## config.mk

```make
export PLATFORM = sky130hd
export DESIGN_NAME = memory_test_sequencer_core
export DESIGN_NICKNAME = d
export VERILOG_FILES = /design/src/rtl/mts_pkg.sv /design/src/rtl/memory_test_sequencer_core.sv
export SDC_FILE = /design/constraint.sdc
export NUM_CORES = 1
export LEC_CHECK = 0
export BUFFER_PORTS_ARGS = -buffer_cell sky130_fd_sc_hd__buf_4
export CORE_UTILIZATION = 45
export DETAILED_ROUTE_END_ITERATION = 10
export GPL_TIMING_DRIVEN = 0
export PLACE_DENSITY = 0.65
export SLEW_MARGIN = 20
export SYNTH_ARGS = -nofsm -noshare
export SYNTH_HDL_FRONTEND = slang
export SYNTH_SLANG_ARGS = --single-unit
```

## constraint.sdc

```tcl
create_clock -name i_clk -period 10.1 [get_ports i_clk]
set_input_delay 2.02 -clock i_clk [delete_from_list [all_inputs] [get_ports i_clk]]
set_output_delay 2.02 -clock i_clk [all_outputs]
set_load 0.01 [all_outputs]
```

## src/rtl/mts_pkg.sv

```systemverilog
// Shared types and constants for the memory test sequencer.
package mts_pkg;

    // Geometry of the memory under test.
    localparam int unsigned APERTURE_WORDS = 67108864;
    localparam int unsigned BLOCK_COUNT    = 32;

    // Fixed field widths.
    localparam int unsigned IDX_W    = 26;
    localparam int unsigned BLK_W    = 5;
    localparam int unsigned WORD_W   = 32;
    localparam int unsigned WORDS_W  = 27;
    localparam int unsigned TDATA_W  = 136;
    localparam int unsigned WIN_SHIFT = 16;

    // Byte offset between consecutive blocks.
    localparam logic [63:0] BLOCK_BYTES = 64'(APERTURE_WORDS) * 64'd4;
    localparam logic [WORDS_W-1:0] APERTURE_CNT = WORDS_W'(APERTURE_WORDS);
    localparam logic [BLK_W:0]     BLOCK_LIMIT  = (BLK_W+1)'(BLOCK_COUNT);

    localparam logic [WORD_W-1:0] FILL_PATTERN = 32'h5555_5555;

    // Input item kinds.
    typedef enum logic [1:0] {
        KIND_START = 2'd0,
        KIND_STEP  = 2'd1,
        KIND_STOP  = 2'd2
    } t_kind;

    // Announced memory operations.
    typedef enum logic [1:0] {
        OP_NONE   = 2'd0,
        OP_WINDOW = 2'd1,
        OP_WRITE  = 2'd2,
        OP_READ   = 2'd3
    } t_op;

    // Test modes; the unused code behaves as a full pass.
    localparam logic [1:0] MODE_SPOT      = 2'd0;
    localparam logic [1:0] MODE_FULL      = 2'd1;
    localparam logic [1:0] MODE_PERPETUAL = 2'd2;

    // Configuration register indexes.
    localparam logic [1:0] CFG_TEST_MODE  = 2'd0;
    localparam logic [1:0] CFG_SPOT_BLOCK = 2'd1;
    localparam logic [1:0] CFG_SPOT_WORDS = 2'd2;

endpackage

```

## src/rtl/memory_test_sequencer_core.sv

```systemverilog
// Top level of the memory test sequencer: session control and operation announcement.
//
// Usage: the input stream (s_axis) carries one item per transfer: tuser holds the kind
// (start, step or stop) and tdata the read data for the read last announced. Every
// accepted item yields exactly one result on the output stream (m_axis): tuser holds
// the next memory operation and tdata the word index, data value, phase, block, pass,
// error count and the finished and stopped flags.
// A start opens a session; each block begins with a window write, then four phases over
// its words (write address, verify, write pattern, verify). Each step confirms the
// announced operation; mismatching reads raise a saturating error count.
// The result of an item is registered: the output register loads it on the item's transfer.
// One item is taken every cycle while the receiver keeps up; the only stored element in the
// path is the state plus the output register, so a new item follows on the next cycle.
// If the receiver stalls, the result is held and s_axis_tready drops until it is taken.
// The configuration channel accepts a write in every cycle; the user must write it only
// while idle, which the block itself does not enforce. Reset clears the session state,
// empties the output register and loads the register defaults (full pass, block 0, whole aperture).
module memory_test_sequencer_core
    import mts_pkg::*;
(
    input  logic               i_clk,
    input  logic               i_rst_n,
    // Input stream
    input  logic               s_axis_tvalid,
    output logic               s_axis_tready,
    input  logic [1:0]         s_axis_tuser,   // [1:0] kind
    input  logic [WORD_W-1:0]  s_axis_tdata,   // [31:0] read_data
    // Output stream
    output logic               m_axis_tvalid,
    input  logic               m_axis_tready,
    output logic [1:0]         m_axis_tuser,   // [1:0] op
    // [25:0] word_index, [57:26] data_value, [59:58] phase, [64:60] block_number,
    // [96:65] pass_number, [128:97] errors, [129] finished, [130] stopped, rest zero
    output logic [TDATA_W-1:0] m_axis_tdata,
    // Configuration write channel
    input  logic               i_cfg_valid,
    output logic               o_cfg_ready,
    input  logic [1:0]         i_cfg_index,
    input  logic [WORD_W-1:0]  i_cfg_data
);

    // Configuration registers.
    logic [1:0]         r_test_mode;
    logic [BLK_W-1:0]   r_spot_block;
    logic [WORDS_W-1:0] r_spot_words;

    // Session state.
    logic               r_running, n_running;
    logic               r_window_pending, n_window_pending;
    logic [1:0]         r_cur_phase, n_cur_phase;
    logic [IDX_W-1:0]   r_cur_index, n_cur_index;
    logic [BLK_W-1:0]   r_cur_block, n_cur_block;
    logic [WORD_W-1:0]  r_pass_count, n_pass_count;
    logic [WORD_W-1:0]  r_error_total, n_error_total;
    logic               r_stop_flag, n_stop_flag;

    // Output register.
    logic               r_out_valid;
    logic [1:0]         r_out_op, n_out_op;
    logic [TDATA_W-1:0] r_out_data, n_out_data;

    logic               in_xfer;
    t_kind              in_kind;
    logic [WORDS_W-1:0] words_per_phase;
    logic [WORD_W-1:0]  cur_expect;
    logic [WORDS_W-1:0] index_inc;
    logic [BLK_W:0]     block_inc;
    logic [IDX_W-1:0]   out_index;
    logic [WORD_W-1:0]  out_value;

    // Byte offset of a block within the address space.
    function automatic logic [63:0] block_offset(input logic [BLK_W-1:0] blk);
        block_offset = 64'(blk) * BLOCK_BYTES;
    endfunction

    // Value written in the current phase and expected back from the read.
    function automatic logic [WORD_W-1:0] expect_value(input logic [1:0] ph,
                                                       input logic [BLK_W-1:0] blk,
                                                       input logic [IDX_W-1:0] idx);
        logic [63:0] offs;
        offs = block_offset(blk);
        if (ph[1]) begin
            expect_value = FILL_PATTERN;
        end else begin
            expect_value = offs[WORD_W-1:0] + WORD_W'({idx, 2'b00});
        end
    endfunction

    assign o_cfg_ready   = 1'b1;
    assign s_axis_tready = !r_out_valid || m_axis_tready;
    assign in_xfer       = s_axis_tvalid && s_axis_tready;
    assign in_kind       = t_kind'(s_axis_tuser);

    assign m_axis_tvalid = r_out_valid;
    assign m_axis_tuser  = r_out_op;
    assign m_axis_tdata  = r_out_data;

    // Word count of one phase, read live from the registers.
    always_comb begin
        if (r_test_mode != MODE_SPOT || r_spot_words == '0 || r_spot_words > APERTURE_CNT) begin
            words_per_phase = APERTURE_CNT;
        end else begin
            words_per_phase = r_spot_words;
        end
    end

    assign cur_expect = expect_value(r_cur_phase, r_cur_block, r_cur_index);
    assign index_inc  = {1'b0, r_cur_index} + WORDS_W'(1);
    assign block_inc  = {1'b0, r_cur_block} + (BLK_W+1)'(1);

    // Next session state for the item on the input.
    always_comb begin
        n_running        = r_running;
        n_window_pending = r_window_pending;
        n_cur_phase      = r_cur_phase;
        n_cur_index      = r_cur_index;
        n_cur_block      = r_cur_block;
        n_pass_count     = r_pass_count;
        n_error_total    = r_error_total;
        n_stop_flag      = r_stop_flag;
        unique case (in_kind)
            KIND_START: begin
                if (r_test_mode == MODE_SPOT && {1'b0, r_spot_block} >= BLOCK_LIMIT) begin
                    n_running = 1'b0;
                end else begin
                    n_running        = 1'b1;
                    n_stop_flag      = 1'b0;
                    n_error_total    = '0;
                    n_pass_count     = WORD_W'(1);
                    n_cur_block      = (r_test_mode == MODE_SPOT) ? r_spot_block : '0;
                    n_cur_phase      = '0;
                    n_cur_index      = '0;
                    n_window_pending = 1'b1;
                end
            end
            KIND_STEP: begin
                if (r_running && r_window_pending) begin
                    n_window_pending = 1'b0;
                end else if (r_running) begin
                    // Compare the read data on verify phases.
                    if (r_cur_phase[0] && s_axis_tdata != cur_expect
                        && r_error_total != '1) begin
                        n_error_total = r_error_total + WORD_W'(1);
                    end
                    if (index_inc >= words_per_phase) begin
                        n_cur_index = '0;
                        if (r_cur_phase != 2'd3) begin
                            n_cur_phase = r_cur_phase + 2'd1;
                        end else if (r_test_mode == MODE_SPOT) begin
                            n_running = 1'b0;
                        end else if (block_inc < BLOCK_LIMIT) begin
                            n_cur_block      = block_inc[BLK_W-1:0];
                            n_cur_phase      = '0;
                            n_window_pending = 1'b1;
                        end else if (r_test_mode == MODE_PERPETUAL) begin
                            n_pass_count     = r_pass_count + WORD_W'(1);
                            n_cur_block      = '0;
                            n_cur_phase      = '0;
                            n_window_pending = 1'b1;
                        end else begin
                            n_running = 1'b0;
                        end
                    end else begin
                        n_cur_index = index_inc[IDX_W-1:0];
                    end
                end
            end
            KIND_STOP: begin
                if (r_running) begin
                    n_running   = 1'b0;
                    n_stop_flag = 1'b1;
                end
            end
            default: begin
                // Unused kind: state is kept and the announcement repeats.
            end
        endcase
    end

    // Announcement built from the next state.
    always_comb begin
        logic [63:0] offs;
        offs      = block_offset(n_cur_block);
        n_out_op  = OP_NONE;
        out_index = '0;
        out_value = '0;
        if (n_running && n_window_pending) begin
            n_out_op  = OP_WINDOW;
            out_value = offs[WIN_SHIFT +: WORD_W];
        end else if (n_running) begin
            n_out_op  = n_cur_phase[0] ? OP_READ : OP_WRITE;
            out_index = n_cur_index;
            out_value = expect_value(n_cur_phase, n_cur_block, n_cur_index);
        end
        n_out_data = {5'b0, n_stop_flag, !n_running, n_error_total, n_pass_count,
                      n_cur_block, n_cur_phase, out_value, out_index};
    end

    // Configuration registers.
    always_ff @(posedge i_clk) begin
        if (!i_rst_n) begin
            r_test_mode  <= MODE_FULL;
            r_spot_block <= '0;
            r_spot_words <= APERTURE_CNT;
        end else if (i_cfg_valid && o_cfg_ready) begin
            unique case (i_cfg_index)
                CFG_TEST_MODE:  r_test_mode  <= i_cfg_data[1:0];
                CFG_SPOT_BLOCK: r_spot_block <= i_cfg_data[BLK_W-1:0];
                CFG_SPOT_WORDS: r_spot_words <= i_cfg_data[WORDS_W-1:0];
                default: begin
                end
            endcase
        end
    end

    // Session state, updated on every input transfer.
    always_ff @(posedge i_clk) begin
        if (!i_rst_n) begin
            r_running        <= 1'b0;
            r_window_pending <= 1'b0;
            r_cur_phase      <= '0;
            r_cur_index      <= '0;
            r_cur_block      <= '0;
            r_pass_count     <= '0;
            r_error_total    <= '0;
            r_stop_flag      <= 1'b0;
        end else if (in_xfer) begin
            r_running        <= n_running;
            r_window_pending <= n_window_pending;
            r_cur_phase      <= n_cur_phase;
            r_cur_index      <= n_cur_index;
            r_cur_block      <= n_cur_block;
            r_pass_count     <= n_pass_count;
            r_error_total    <= n_error_total;
            r_stop_flag      <= n_stop_flag;
        end
    end

    // Output register valid flag.
    always_ff @(posedge i_clk) begin
        if (!i_rst_n) begin
            r_out_valid <= 1'b0;
        end else if (in_xfer) begin
            r_out_valid <= 1'b1;
        end else if (m_axis_tready) begin
            r_out_valid <= 1'b0;
        end
    end

    // Output payload.
    always_ff @(posedge i_clk) begin
        if (in_xfer) begin
            r_out_op   <= n_out_op;
            r_out_data <= n_out_data;
        end
    end

    // An idle session announces no operation.
    a_idle_no_op: assert property (@(posedge i_clk) disable iff (!i_rst_n)
        (m_axis_tvalid && m_axis_tdata[129]) |-> (m_axis_tuser == OP_NONE))
        else $error("operation announced while the session is finished");

    // A block always starts its window write at word zero of phase zero.
    a_window_at_start: assert property (@(posedge i_clk) disable iff (!i_rst_n)
        (r_running && r_window_pending) |-> (r_cur_index == '0 && r_cur_phase == '0))
        else $error("window write pending in the middle of a block");

    // Without a start, the error count never falls.
    a_errors_monotonic: assert property (@(posedge i_clk) disable iff (!i_rst_n)
        !(in_xfer && in_kind == KIND_START) |=> (r_error_total >= $past(r_error_total)))
        else $error("error count fell without a start");

    // An empty output register never blocks the input.
    a_ready_when_empty: assert property (@(posedge i_clk) disable iff (!i_rst_n)
        !r_out_valid |-> s_axis_tready)
        else $error("input stalled with an empty output register");

endmodule

```

* Word-level counts from Yosys, hierarchy flattened
Cells that the tools add are included.
Storage, ports and cells: output and inout port bits 141, bits in registers 268, logic and storage cells 117, bits of input ports 73
Cells by class: add/subtract/negate cells 7, reductions and logical operators 21, equal/unequal tests 8, muxes and demuxes 60, $lt $le $gt $ge 3, bitwise logic cells 1
Operator list (count):
- $mux 32 | 11
- $pmux 32 s2 | 2
- $mux 26 | 3
- $add 32x1->32 const B | 2
- $add 32x28->32 | 2
- $pmux 26 s2 | 1
- $mux 5 | 8
- $mux 17 | 2
- $ne 32x32->1 | 1
- $ne 32x32->1 const B | 1
- $mux 31 | 1
- $add 26x1->27 const B | 1
- $ge 27x27->1 | 1
- $gt 27x27->1 const B | 1
- $logic_not 27->1 | 1
- $mux 27 | 1
- $mux 1 | 19
- $mux 2 | 7
- $pmux 5 s2 | 1
- $add 5x1->6 const B | 1
- $eq 2x2->1 const B | 3
- $logic_not 2->1 | 3
- $lt 6x6->1 const B | 1
- $reduce_and 2->1 | 3
- other kinds (13) | 23

* Longest topological paths before layout
depth in word-level cells 13, depth in mapped cells 21, gate-level depth less buffers 17

* Worst setup path after synthesis
No wires, ideal clock.
path type input to register, from input port m_axis_tready, to register r_out_data[0], in the netlist m_axis_tdata[0], enable pin, stages on the path 6, arrival time 6666 ps, setup time 547 ps, data required time 9553 ps, setup slack 2887 ps, path buffers 3, path through nand2b_1 > nand2_1 > inv_1 > clkbuf_1 > clkbuf_1 > buf_1
On the way: word-level cells in the longest chain between the ends 2
Ends and longest elaborated chain:
- from (decl) | RTL line memory_test_sequencer_core.sv:30 | input logic m_axis_tready,
- $logic_or 1x1->1 | RTL line memory_test_sequencer_core.sv:90 | assign s_axis_tready = !r_out_valid || m_axis_tready;
- $logic_and 1x1->1 | RTL line memory_test_sequencer_core.sv:91 | assign in_xfer = s_axis_tvalid && s_axis_tready;
- named net in_xfer | RTL line memory_test_sequencer_core.sv:62 | logic in_xfer;
- to (signal assigned) | RTL line memory_test_sequencer_core.sv:254 | r_out_data <= n_out_data;
- to (decl) | RTL line memory_test_sequencer_core.sv:60 | logic [TDATA_W-1:0] r_out_data, n_out_data;
The timed path passes the listed nets, and every way through them passes these cells. A chain may end at the register's enable or synchronous reset.

* Final worst setup path
from register r_cur_index[1], to register r_cur_index[22]
On the way: word-level cells in the longest chain between the ends 6
Ends and longest elaborated chain:
- from (decl) | RTL line memory_test_sequencer_core.sv:51 | logic [IDX_W-1:0] r_cur_index, n_cur_index;
- from (signal assigned) | RTL line memory_test_sequencer_core.sv:231 | r_cur_index <= n_cur_index;
- $add 26x1->27 (*) | RTL line memory_test_sequencer_core.sv:108 | assign index_inc = {1'b0, r_cur_index} + WORDS_W'(1);
- $ge 27x27->1 | RTL line memory_test_sequencer_core.sv:145 | if (index_inc >= words_per_phase) begin
- $mux 26 (*) | RTL line memory_test_sequencer_core.sv:145
- $mux 26 (*) | RTL line memory_test_sequencer_core.sv:139 | end else if (r_running) begin
- $mux 26 (*) | RTL line memory_test_sequencer_core.sv:137 | if (r_running && r_window_pending) begin
- $pmux 26 s2 (*) | RTL line memory_test_sequencer_core.sv:121 | unique case (in_kind)
Every way passes the cells marked *; elsewhere a longest branch is shown, timed or not.

==> flow_summary.ini <==
[logic_synthesis]
synthDistinctLibCells = 85
ys_warn_count = 0
syn_avg_cell_area_um2 = 8.98
synthesis.area_um2 = 14600
synth_edf_count = 132
yosysSeqAreaShare_pct = 45.6
synth_top_flop_cell = dfxtp_1
synth_cells = 1627
synth-seq-cells = 267
synthArstFlopShare_pct = 0

[timing]
fin_crit_ps = 6060
finalHoldViolations = 0
drv_slew = 0
slew_headroom_pct = 26.1
period_share_pct = 60.0
max_freq_mhz = 165
finalSetupTns_ps = 0
whs_ps = 470
setup_slack_ps = 4040
max_slew.worst_pin.slew_ps = 1080
setup_viol = 0
skew_ps = 15.4
rsz0062_at_grt = false

[layout]
layout_commonest_cell = buf_4
final_cell_mix = buf_4, nand2_1, nor2_1
n_fill_cell = 2910
layout.nets = 1973
multi_input_area_um2 = 7270
seqCellArea_um2 = 6670
area_growth_pct = 21.6
antenna_cells = 0
drive_gt1_share_pct = 18.0

[place]
gp_congestion = 0.957
preCtsSetupSlack_ps = 4390
post-dp-hpwl_mm = 35.7
portBuffers = 200

[cts]
clockBufferDepth = 3
cts_sinks = 267
cts_inserted_buffers = 30
htree_levels = 1
root_buffer = clkbuf_16
cts_resized = 0
post_cts_buffers = 0
cts_tree = done
clkLatencyLatePin_ps = 570
clkTransAtPathRegs_ps = 70
ctsHoldBuffers = 0

[floorplanning]
core_area_um2 = 31700
start_util_pct = 46.1
ios = 214
die_y_um = 182
die_width_um = 182
die-area_um2 = 33200
std_cell_rows = 65

[critical_path]
crit_chain = ha_1, nand3_2, or3_1, clkbuf_1, nor3_1, nand3_1, xnor2_1, ha_1, a21oi_1, o21a_1, a2bb2oi_1, and2_1, nand2_1, buf_2, nor3_1, clkbuf_1, a21oi_1, a211oi_1
critPathCaptureType = register
slowest_stage = nor3_1
cp_data_required_time_ps = 10570
startpoint_type = register
path_buf_inv = 3
critPathArrivalTime_ps = 6530
critPathTopFamily = simple AND/OR/NAND/NOR gates
critPathMaxStageDelay_ps = 630
crit_type = reg -> reg
crit_fanout = 10

[routing]
via_count = 13700
dr_wl_met3_mm = 4.33
drtIter0Drc = 1233
routed_wl_mm = 48.0
drc = 0
m1WireLength_mm = 21.8
wl_met2_mm = 20.7
drt_pass1_iterations = 5
via_per_inst = 5.97
top_layer = met4
ant_nets = 0
wire_per_inst_um = 20.9

[run]
drv_cap = 0

[hold_path]
hold_class = reg -> reg

[global_routing]
grt_pass1_wl_mm = 73.2
antenna_found_initial = 0
grt_util_all_layers_pct = 28.5
grt_pass1_vias = 12700
grt_max_degree = 38
gr-total-overflow = 0

[power]
p_int_mw = 1.98
swShare_pct = 25.2
clockPowerShare_pct = 44.1
p_switching_uw = 668
leakage_nw = 6.63
power_frac_comb_pct = 10.7
power.share.sequential_pct = 45.2
power_density_nw_per_um2 = 149
vdd_drop_max_v = 0.000134

[outcome]
outcome = complete, no violations
[cell usage after synthesis, types with 22 or more instances]
library cell  number  area, um2
nor4_1            24        150
clkbuf_1          72        270
edfxtp_1         132       3960
o21ai_0           58        290
xor2_1            40        350
ha_1              32        400
nand2_1          182        683
dfxtp_1          135       2700
nor3_1            42        210
and2_1            22        138
nand4_1           35        219
or4_1             22        165
a31oi_1           32        200
inv_1             33        124
nor2_1           167        627
a21oi_1          130        651
xnor2_1           57        499
nand3_1           62        310
or3_1             33        206
buf_2             29        145
[layer usage]
layer	vias up	track usage (%)
li1	6427	-
met1	6521	41.0
met2	666	43.3
met3	88	5.39
met4	0	8.57
met5	-	0
[cell families after synthesis]
kind of cell	count (synthesis)	share of synthesized area (%)
buffers and inverters	161	4.78
AO/OA/AOI/OAI	374	16.7
AND/OR/NAND/NOR	681	23.4
other	2	0.0514
multiplexers	13	0.890
flip-flops	267	45.6
adder cells (fa/ha/maj)	32	2.74
XOR/XNOR	97	5.81
[final timing paths]
| check | startpoint | end | slack, ps | depth (start not counted) |
|---|---|---|---|---|
| min reg2reg | r_stop_flag | r_stop_flag | 470 | 2 |
| min | r_stop_flag | r_stop_flag | 470 | 2 |
| max | r_cur_index[1] | r_cur_index[22] | 4040 | 18 |
| max reg2reg | r_cur_index[1] | r_cur_index[22] | 4040 | 18 |
[power groups by stage]
stage               Clock, mW  Combinational, mW  Sequential [mW]
finish                   1.17              0.283             1.19
global route             1.22              0.305             1.20
CTS                      1.18              0.281             1.20
detailed placement          0              0.280             1.22
global placement            0              0.270             1.23
floorplan                   0              0.129             1.23
[sequential cells by signal, summed over array words and instances (netlist names)]
register and count:
r_test_mode 2, m_axis_tvalid 1, r_pass_count 32, m_axis_tuser 2
r_window_pending 1, r_cur_block 5, r_cur_phase 2, r_stop_flag 1
r_spot_words 27, r_error_total 32, r_cur_index 26, r_spot_block 5
m_axis_tdata 130, r_running 1
[final cells by class]
type | instances | area share, %
repair buffers | 204 | 8.90
plain buffers | 127 | 3.22
well taps | 402 | 2.83
clock buffers | 34 | 4.48
inverters | 34 | 0.718
flip-flops and latches | 267 | 37.5
multi-input cells | 1204 | 40.9
clock inverters | 22 | 1.45
[worst reg2reg max path, cell delays in order, from the launching register on]
cell and delay [ps]:
dfxtp_1 510, ha_1 340, nand3_2 240, or3_1 420, clkbuf_1 180, nor3_1 420, nand3_1 300, xnor2_1 370
ha_1 320, a21oi_1 140, o21a_1 160, a2bb2oi_1 270, and2_1 230, nand2_1 170, buf_2 270, nor3_1 640
clkbuf_1 540, a21oi_1 140, a211oi_1 300
[metrics by stage]
step | total power, mW | utilization, % | area, um2 | std cells
floorplan | 1.36 | - | 14600 | 1632
global placement | 1.50 | 52.5 | 16600 | 2234
detailed placement | 1.50 | 52.7 | 16700 | 2238
CTS | 2.65 | 56.0 | 17800 | 2294
global route | 2.72 | 56.0 | 17800 | 2294
finish | 2.65 | 56.0 | 17800 | 2294
Power figures use the tool's default switching activity.
